File: src/design/energy_pulse_accumulator_core_assert.svh
// Assertion macros for the energy pulse accumulator core.
// Uses the clock and reset signals of the including module's scope.
`ifndef ENERGY_PULSE_ACCUMULATOR_CORE_ASSERT_SVH
`define ENERGY_PULSE_ACCUMULATOR_CORE_ASSERT_SVH

// Check a consequence in the same cycle as its cause
`define EPA_CHK_SAME(label, ante, cons, msg) \
   label: assert property (@(posedge clock) disable iff (reset) (ante) |-> (cons)) \
      else $error(msg);

// Check a consequence in the cycle after its cause
`define EPA_CHK_NEXT(label, ante, cons, msg) \
   label: assert property (@(posedge clock) disable iff (reset) (ante) |=> (cons)) \
      else $error(msg);

`endif

File: src/design/epa_pkg.sv
// Shared types and constants for the energy pulse accumulator core.
// No dependencies; imported by energy_pulse_accumulator_core and its testbench.
package epa_pkg;

   localparam int PWR_W     = 32;
   localparam int PULSE_W   = 33;
   localparam int TOTAL_W   = 32;
   localparam int RES_W     = 33;
   localparam int THR_W     = 32;
   localparam int DIV_STEPS = 33;
   localparam int CNT_W     = $clog2(DIV_STEPS);

   localparam logic [CNT_W-1:0] LAST_STEP = CNT_W'(DIV_STEPS - 1);
   localparam logic [THR_W-1:0] EPP_RESET = THR_W'(1);

   typedef struct packed {
      logic [PWR_W-1:0] active_power;
      logic [PWR_W-1:0] apparent_power;
   } req_type;

   typedef struct packed {
      logic [PULSE_W-1:0] active_pulses_now;
      logic [PULSE_W-1:0] apparent_pulses_now;
      logic [TOTAL_W-1:0] active_pulse_total;
      logic [TOTAL_W-1:0] apparent_pulse_total;
   } rsp_type;

   typedef enum logic [1:0] {
      S_IDLE,
      S_DIVIDE,
      S_WRITE
   } state_type;

endpackage

File: src/design/energy_pulse_accumulator_core.sv
// An accepted req beat runs the active channel divide, then the apparent channel divide, then the write state.
// A new req beat is taken only in the idle state, after the last tick is written; rsp_ready stalls hold the write.
// The work is done by one 33-step restoring divider shared by both channels in turn.
// Reset (synchronous, active high): residues and pulse totals clear, threshold returns to 1.
// Depends on epa_pkg and energy_pulse_accumulator_core_assert.svh.
`include "energy_pulse_accumulator_core_assert.svh"

module energy_pulse_accumulator_core
   import epa_pkg::*;
(
   input  logic             clock,
   input  logic             reset,
   input  logic             req_valid,
   output logic             req_ready,
   input  req_type          req_data,
   output logic             rsp_valid,
   input  logic             rsp_ready,
   output rsp_type          rsp_data,
   input  logic             csr_wr_en,
   input  logic [THR_W-1:0] csr_wr_data
);

   state_type          state_ff, state_in;
   logic               rsp_valid_ff;
   logic [THR_W-1:0]   epp_ff;
   logic [RES_W-1:0]   act_res_ff, app_res_ff;
   logic [TOTAL_W-1:0] act_cnt_ff, app_cnt_ff;

   logic [RES_W-1:0]   quo_ff;
   logic [THR_W-1:0]   rem_ff;
   logic [CNT_W-1:0]   cnt_ff;
   logic               chan_ff;
   logic [PWR_W-1:0]   app_pwr_ff;
   logic [PULSE_W-1:0] act_now_ff, app_now_ff;
   rsp_type            rsp_data_ff;

   logic [THR_W-1:0]   thr;
   logic [RES_W-1:0]   trial, diff;
   logic               ge;
   logic [THR_W-1:0]   rem_step;
   logic [RES_W-1:0]   quo_step;
   logic               last;
   logic [RES_W-1:0]   act_sum, app_sum;

   logic load_act, step_en, finish_act, finish_app, rsp_load;

   // Zero threshold acts as one
   assign thr = (epp_ff == '0) ? THR_W'(1) : epp_ff;

   // One restoring divide step: shift in the next dividend bit, subtract if it fits
   assign trial    = {rem_ff, quo_ff[RES_W-1]};
   assign ge       = trial >= {1'b0, thr};
   assign diff     = trial - {1'b0, thr};
   assign rem_step = ge ? diff[THR_W-1:0] : trial[THR_W-1:0];
   assign quo_step = {quo_ff[RES_W-2:0], ge};
   assign last     = cnt_ff == LAST_STEP;

   // Residue plus this tick's power, modulo 2^33
   assign act_sum = act_res_ff + {1'b0, req_data.active_power};
   assign app_sum = app_res_ff + {1'b0, app_pwr_ff};

   // Next state
   always_comb begin
      state_in = state_ff;
      unique case (state_ff)
         S_IDLE: begin
            if (req_valid) state_in = S_DIVIDE;
         end
         S_DIVIDE: begin
            if (last && chan_ff) state_in = S_WRITE;
         end
         S_WRITE: begin
            if (!rsp_valid_ff || rsp_ready) state_in = S_IDLE;
         end
         default: state_in = S_IDLE;
      endcase
   end

   // Sequencer outputs
   always_comb begin
      req_ready  = 1'b0;
      load_act   = 1'b0;
      step_en    = 1'b0;
      finish_act = 1'b0;
      finish_app = 1'b0;
      rsp_load   = 1'b0;
      unique case (state_ff)
         S_IDLE: begin
            req_ready = 1'b1;
            load_act  = req_valid;
         end
         S_DIVIDE: begin
            step_en    = 1'b1;
            finish_act = last && !chan_ff;
            finish_app = last && chan_ff;
         end
         S_WRITE: begin
            rsp_load = !rsp_valid_ff || rsp_ready;
         end
         default: ;
      endcase
   end

   // Control, threshold, residues and totals
   always_ff @(posedge clock) begin
      if (reset) begin
         state_ff     <= S_IDLE;
         rsp_valid_ff <= 1'b0;
         epp_ff       <= EPP_RESET;
         act_res_ff   <= '0;
         app_res_ff   <= '0;
         act_cnt_ff   <= '0;
         app_cnt_ff   <= '0;
      end else begin
         state_ff <= state_in;
         if (csr_wr_en) epp_ff <= csr_wr_data;
         // Hold the result beat until taken
         if (rsp_load) begin
            rsp_valid_ff <= 1'b1;
         end else if (rsp_ready) begin
            rsp_valid_ff <= 1'b0;
         end
         if (finish_act) begin
            act_res_ff <= {1'b0, rem_step};
            act_cnt_ff <= act_cnt_ff + quo_step[TOTAL_W-1:0];
         end
         if (finish_app) begin
            app_res_ff <= {1'b0, rem_step};
            app_cnt_ff <= app_cnt_ff + quo_step[TOTAL_W-1:0];
         end
      end
   end

   // Divider datapath: active channel first, then apparent
   always_ff @(posedge clock) begin
      if (load_act) begin
         quo_ff     <= act_sum;
         rem_ff     <= '0;
         cnt_ff     <= '0;
         chan_ff    <= 1'b0;
         app_pwr_ff <= req_data.apparent_power;
      end else if (step_en) begin
         if (finish_act) begin
            act_now_ff <= quo_step;
            quo_ff     <= app_sum;
            rem_ff     <= '0;
            cnt_ff     <= '0;
            chan_ff    <= 1'b1;
         end else if (finish_app) begin
            app_now_ff <= quo_step;
         end else begin
            quo_ff <= quo_step;
            rem_ff <= rem_step;
            cnt_ff <= cnt_ff + CNT_W'(1);
         end
      end
   end

   // Output register
   always_ff @(posedge clock) begin
      if (rsp_load) begin
         rsp_data_ff.active_pulses_now    <= act_now_ff;
         rsp_data_ff.apparent_pulses_now  <= app_now_ff;
         rsp_data_ff.active_pulse_total   <= act_cnt_ff;
         rsp_data_ff.apparent_pulse_total <= app_cnt_ff;
      end
   end

   assign rsp_valid = rsp_valid_ff;
   assign rsp_data  = rsp_data_ff;

   `EPA_CHK_NEXT(a_accept_starts_divide, req_valid && req_ready, state_ff == S_DIVIDE && cnt_ff == '0 && !chan_ff, "accepted beat did not start the active channel divide")
   `EPA_CHK_SAME(a_step_count_bound, state_ff == S_DIVIDE, cnt_ff <= LAST_STEP, "divide step counter ran past the last step")
   `EPA_CHK_NEXT(a_write_raises_valid, state_ff == S_WRITE && (!rsp_valid_ff || rsp_ready), rsp_valid_ff && state_ff == S_IDLE, "finished tick did not reach the output register")

endmodule

File: config.mk
export PLATFORM = sky130hd
export DESIGN_NAME = energy_pulse_accumulator_core
export DESIGN_NICKNAME = d
export VERILOG_FILES = /design/src/design/epa_pkg.sv /design/src/design/energy_pulse_accumulator_core.sv
export VERILOG_INCLUDE_DIRS = /design/src /design/src/design
export SDC_FILE = /design/constraint.sdc
export NUM_CORES = 1
export LEC_CHECK = 0
export BUFFER_PORTS_ARGS = -buffer_cell sky130_fd_sc_hd__buf_4
export CAP_MARGIN = 0
export CORE_ASPECT_RATIO = 1.1
export CORE_MARGIN = 4
export CORE_UTILIZATION = 30
export CTS_BUF_LIST = sky130_fd_sc_hd__clkbuf_4 sky130_fd_sc_hd__clkbuf_8
export CTS_CLUSTER_DIAMETER = 60
export DETAILED_ROUTE_END_ITERATION = 12
export PLACE_DENSITY = 0.55
export SLEW_MARGIN = 15
export SYNTH_ARGS = -nofsm -noshare
export SYNTH_HDL_FRONTEND = slang
export SYNTH_SLANG_ARGS = --single-unit
File: constraint.sdc
create_clock -name clock -period 19.2 [get_ports clock]
set_input_delay 0 -clock clock [delete_from_list [all_inputs] [get_ports clock]]
set_output_delay 0 -clock clock [all_outputs]
set_load 0.01 [all_outputs]
After elaboration in Yosys (flattened, before gate mapping) --
Cells that the tools add are included.
Storage, ports and cells: register bits after elaboration 463, word-level logic and storage cells 72
Cells by class: reductions and logical operators 15, add/sub/neg operators 6, multiplexer cells 22, order comparisons 1, eq/ne operators 8, bitwise gates (word level) 2
Operator list (number):
- 33-bit 2-to-1 mux | 4
- 32-bit 2-to-1 mux | 4
- 32-bit by 32-bit adder with 33-bit output | 2
- 32-bit adder | 2
- 33-bit by 32-bit greater-or-equal comparator with 1-bit output | 1
- 32-bit logical NOT | 1
- 32-bit subtractor | 1
- 6-bit 2-to-1 mux | 2
- 1-bit 2-to-1 mux | 8
- 2-bit != test (second input constant) | 4
- 6-bit by 1-bit adder with 6-bit output (second input constant) | 1
- 6-bit equality test (second input constant) | 1
- 2-bit 2-to-1 mux | 3
- 2-bit one-hot mux with 3 select lines | 1
- 2-bit AND reduction | 3
- 3-bit AND reduction | 2
- 4-bit AND reduction | 1
- 2-bit nonzero test | 2
- 3-bit != test (second input constant) | 1
- 2-bit by 1-bit equality test with 1-bit output (second input constant) | 1
- 2-bit equality test (second input constant) | 1
- 1-bit logical AND | 2
- 1-bit logical NOT | 2
- 2-bit logical NOT | 1
- 2 further kinds | 3

Depth between registers and ports, before layout --
word-level depth 7, depth in mapped cells 27

Worst setup path before layout --
Ideal clock, no wire load.
path kind reg-to-reg, start reg state_ff[0], end reg rsp_data_ff, in the netlist rsp_data[0] (enable), stages on the path, launching flop included 3, path slack 12.317 ns, data arrival time 6.247 ns, library setup time 0.636 ns, required time 18.564 ns, cell sequence dfxtp_1 nand2b_1 nor2b_1
Between the ends: cells in the longest elaborated chain, start to end 2
Ends and longest elaborated chain:
- start, declared | line energy_pulse_accumulator_core.sv:23 | state_type state_ff, state_in;
- start signal, assigned | line energy_pulse_accumulator_core.sv:115 | state_ff <= state_in;
- 2-bit equality test | line energy_pulse_accumulator_core.sv:87 | unique case (state_ff)
- 1-bit 2-to-1 mux | line energy_pulse_accumulator_core.sv:87
- net rsp_load | line energy_pulse_accumulator_core.sv:45 | logic load_act, step_en, finish_act, finish_app, rsp_load;
- end, declared | line energy_pulse_accumulator_core.sv:35 | rsp_type rsp_data_ff;
The timed path passes the listed nets, and every way through them passes these cells. A chain may end at the register's enable or synchronous reset.

Worst setup path after layout --
start reg epp_ff[28], end reg act_cnt_ff[20]
Between the ends: cells in the longest elaborated chain, start to end 4
Ends and longest elaborated chain:
- start, declared | line energy_pulse_accumulator_core.sv:25 | logic [THR_W-1:0] epp_ff;
- start signal, assigned | line energy_pulse_accumulator_core.sv:116 | if (csr_wr_en) epp_ff <= csr_wr_data;
- 32-bit logical NOT | line energy_pulse_accumulator_core.sv:48 | assign thr = (epp_ff == '0) ? THR_W'(1) : epp_ff;
- 32-bit 2-to-1 mux (*) | line energy_pulse_accumulator_core.sv:48
- 33-bit by 32-bit greater-or-equal comparator with 1-bit output (*) | line energy_pulse_accumulator_core.sv:52 | assign ge = trial >= {1'b0, thr};
- net ge | line energy_pulse_accumulator_core.sv:39 | logic ge;
- 32-bit adder (*) | line energy_pulse_accumulator_core.sv:125 | act_cnt_ff <= act_cnt_ff + quo_step[TOTAL_W-1:0];
- end signal, assigned | line energy_pulse_accumulator_core.sv:125
- end, declared | line energy_pulse_accumulator_core.sv:27 | logic [TOTAL_W-1:0] act_cnt_ff, app_cnt_ff;
Mark *: on every way through the listed nets, which the timed path passes. The rest lies on a longest branch.

==> summary.txt <==
Power
  – Internal Pwr Total: 2.06 mW
  – Psw: between 1 and 1.5 mW
  – Combinational group share of total power: 30.9%
  – Clock Power Share: 32.2%
  – Reg power frac: 36.9%
  – Switching share of total power: 34.7%
  – Worst VDD drop: 61.0 uV
  – Static leakage: approximately 12 nW
  – PwrDens: 107 nW/um^2

Global routing
  – Grt met2 use: around 27%
  – GR Util met3: about 2.5%
  – Total gr overflow: 0
  – Pin count of the biggest net entering global routing: 90
  – Total global-route track usage: 16.3%
  – Vias in the first global route: 18800
  – Most used routing layer: met2
  – Initial antenna violation count: 1
  – Wire length of the first global-routing pass: around 110000 um
  – M1 GR Usage: between 20% and 30%

Cells and area
  – Final #Nets: just under 3000
  – Fillers: 7606
  – Area grow syn2layout: 25.1%
  – Share of post-route cells with drive strength above 1: 15.4%

Worst setup path
  – Crit path max-delay cell type: nor4_1
  – Crit start category: register
  – Family with the most delay on the worst path: compound AO/OA/AOI/OAI gates
  – CP arrival: 7.51 ns
  – Kind of critical path: reg2reg
  – CP Capture Type: register
  – Worst Path Max Fanout: 9
  – CP Buf/Inv Count: 1
  – CP peak stage delay: between 0.6 and 0.7 ns
  – Required @ worst endpoint: 19.79 ns

Clocking
  – Clock-pin slew on the worst setup and hold paths: 0.06 ns
  – CTS sink count: 463
  – Clk_lat worst skew: 0.68 ns
  – Clock root buffer: clkbuf_8
  – H-tree depth: 3
  – Postcts setup bufs: 0
  – Num CTS Buffers: 83
  – CTS tree: done
  – Clk buf depth: 3

Placement
  – DP HPWL: 51400 um
  – Final RePlAce weighted congestion: 0.882
  – PortBufs: about 230
  – Dpl ws: 12.17 ns

Drt
  – Pre-Repair DR Iteration Count: 5
  – WL final: 69700 um
  – Vias per inst: 4.99
  – Initial detailed-routing violation count: 1190
  – Mean routed wirelength per cell: 18.4 um
  – Residual DRC: 0
  – DRT antenna net count: 0
  – Via count: roughly 19000

Status
  – Status: finished, final reports clean

Yosys
  – Area leader, netlist: edfxtp_1
  – Mapped Area: 23700 um^2
  – Synth Warn #: 0
  – Post-synthesis async set-or-reset flop share: 0%
  – Number of synthesized register bits: approximately 460
  – Sequential area share after synthesis: between 50% and 60%
  – Largest cells by area after synthesis: edfxtp_1 33%, dfxtp_1 17%, ha_1 8.5%
  – Syn nets: between 2000 and 3000
  – Post-synth EDFFs: 261
  – Synth cell types: 68
  – Synthesized area per cell: 10.2 um^2
  – Cells after Synth: 2311
  – Post-synth top area share: ~33%
  – Synth Flop Type: edfxtp_1

STA
  – Tmin final: 6.92 ns
  – Slew Limit Fails: 0
  – RSZ-0062 raised after global routing: no
  – Setup Skew: 0.0516 ns
  – Fin worst setup slack: 12.28 ns
  – Slew @ Worst Pin: between 1 and 1.5 ns
  – Endpoints failing hold: 0
  – Tcrit/Tclk final: 36.0%
  – Final TNS setup: 0 ns
  – Fmax: 145 MHz
  – Final Setup Violations: 0
  – Slew HR: 23.5%

Die
  – Core ar.: 77800 um^2
  – Initial Utilization: between 30% and 40%
  – Row cnt: ~110
  – Die area: 83500 um^2
  – Horiz. Die Dim: between 200 and 300 um
  – # IOs: 233
  – Die height: 303 um

Run
  – Max-cap violations: 0

Worst hold path
  – Worst Hold Class: in2reg
[registers in the layout (all words and copies together), names as in the netlist, 6 cells and up]
register,flops
rsp_data,130
act_now_ff,33
app_now_ff,33
quo_ff,33
act_cnt_ff,32
act_res_ff,32
app_cnt_ff,32
app_pwr_ff,32
app_res_ff,32
epp_ff,32
rem_ff,32
cnt_ff,6
[stage by stage]
step                      total power [mW]  hold slack [ns]  cell area, um^2  std cells  util [%]
after CTS                             3.19          0.00157            29600       3781      38.1
after global routing                  3.35           0.0359            29600       3782      38.1
after floorplan                       1.85           0.0989            23700       2311         -
after detailed placement              2.14            0.179            26500       3494      34.0
final                                 3.16           0.0765            29600       3782      38.1
after global placement                2.14            0.179            26500       3494      34.0
[synthesized netlist by cell type (all sizes together) (25+ instances only)]
| cell | number |
|---|---|
| a21o | 117 |
| o21ai | 110 |
| a21oi | 225 |
| mux2i | 51 |
| xor2 | 52 |
| nand3 | 39 |
| clkbuf | 84 |
| edfxtp | 261 |
| dfxtp | 202 |
| nand4 | 25 |
| xnor2 | 73 |
| nor2 | 210 |
| a211oi | 86 |
| nor2b | 25 |
| inv | 67 |
| nand2 | 215 |
| ha | 160 |
[what timing repair did]
action / 4_1_cts / 5_1_grt
resized for setup: 0 / 0
endpoints found under the hold margin: 144 / 0
hold buffers: 133 / 0
endpoints found under the setup margin: 0 / 0
[power groups by stage]
stage | combinational [mW] | clock (mW) | sequential, mW
4_1_cts | 0.981 | 1.05 | 1.17
6_report | 0.976 | 1.02 | 1.17
5_1_grt | 1.08 | 1.09 | 1.17
2_1_floorplan | 0.693 | 0 | 1.16
3_5_place_dp | 0.954 | 0 | 1.19
3_3_place_gp | 0.950 | 0 | 1.18
[cell families (layout without fill, tap and decap cells)]
logic type / Yosys count / count (layout) / share of synthesized area, %
xor+xnor: 125 / 125 / 4.63
fa+ha+maj: 165 / 165 / 8.88
simple gates: 631 / 631 / 12.0
compound gates: 706 / 706 / 19.3
other cells: 0 / 1 / 0
mux: 54 / 54 / 2.30
buf+inv: 167 / 602 / 2.73
flops: 463 / 463 / 50.2
[worst paths after layout]
check                                    start             end  slack (ns)  cells past startpoint
worst max register to register      epp_ff[28]  act_cnt_ff[20]       12.28                     26
worst min-delay path              req_data[11]  app_pwr_ff[11]        0.08                      2
worst min register to register  act_now_ff[22]   rsp_data[119]        0.41                      0
worst max-delay path                epp_ff[28]  act_cnt_ff[20]       12.28                     26
[layout by cell type (no fill, tap or decap), types with 11 or more instances in the layout]
| cell type | instances |
|---|---|
| xnor2_1 | 73 |
| o31ai_1 | 12 |
| a211oi_1 | 85 |
| and3_1 | 13 |
| nor2b_1 | 24 |
| edfxtp_1 | 261 |
| clkbuf_8 | 90 |
| mux2i_1 | 51 |
| dfxtp_1 | 202 |
| a21o_1 | 117 |
| nand2b_1 | 24 |
| nand2_1 | 215 |
| o21ai_0 | 102 |
| inv_1 | 64 |
| xor2_1 | 52 |
| o21bai_1 | 23 |
| clkinv_2 | 14 |
| a21oi_1 | 225 |
| nor3_1 | 20 |
| nor4_1 | 15 |
| or3_1 | 11 |
| ha_1 | 160 |
| a31oi_1 | 24 |
| nand4_1 | 25 |
| dlygate4sd3_1 | 133 |
| nand3_1 | 39 |
| clkbuf_4 | 25 |
| buf_4 | 247 |
| nor2_1 | 209 |
| o21a_1 | 23 |
[routing by layer]
layer	share of wire (%)	vias to the layer above	wire [um]
li1	-	9295	-
met1	45	8929	31400
met2	46	525	32400
met3	5.7	119	4010
met4	2.8	0	1980
met5	0	-	0
[final cells by class]
| cell class | count | area [um^2] | area share, % |
|---|---|---|---|
| sequential | 463 | 11900 | 40.1 |
| multi-input combinational | 1681 | 11200 | 37.7 |
| timing repair buffer | 380 | 3190 | 10.8 |
| clock buffer | 115 | 1430 | 4.82 |
| tap | 1035 | 1290 | 4.37 |
| clock inverter | 39 | 405 | 1.37 |
| inverter | 68 | 255 | 0.862 |
| antenna | 1 | 2.50 | 0.00845 |
[worst register-to-register path, cell delays in order, from the launching register on]
cell       delay, ns
dfxtp_1         0.32
nor4_1          0.69
nand4_1         0.18
o21bai_1        0.26
ha_1            0.21
nor2b_1         0.05
o21a_1          0.17
o21a_1          0.19
o2111a_1        0.28
o211ai_1        0.27
o21ai_0         0.23
a31o_1          0.27
a211oi_4        0.26
inv_2           0.19
ha_1            0.27
fa_1            0.41
a21o_1          0.18
a21o_1          0.21
a2111oi_0       0.59
o31ai_1         0.20
o31a_1          0.31
a311oi_1        0.46
o21bai_1        0.11
a21oi_1         0.19
xnor2_1         0.14
nand2_1         0.07
a21oi_1         0.16
(Power assumes the default switching activity.)
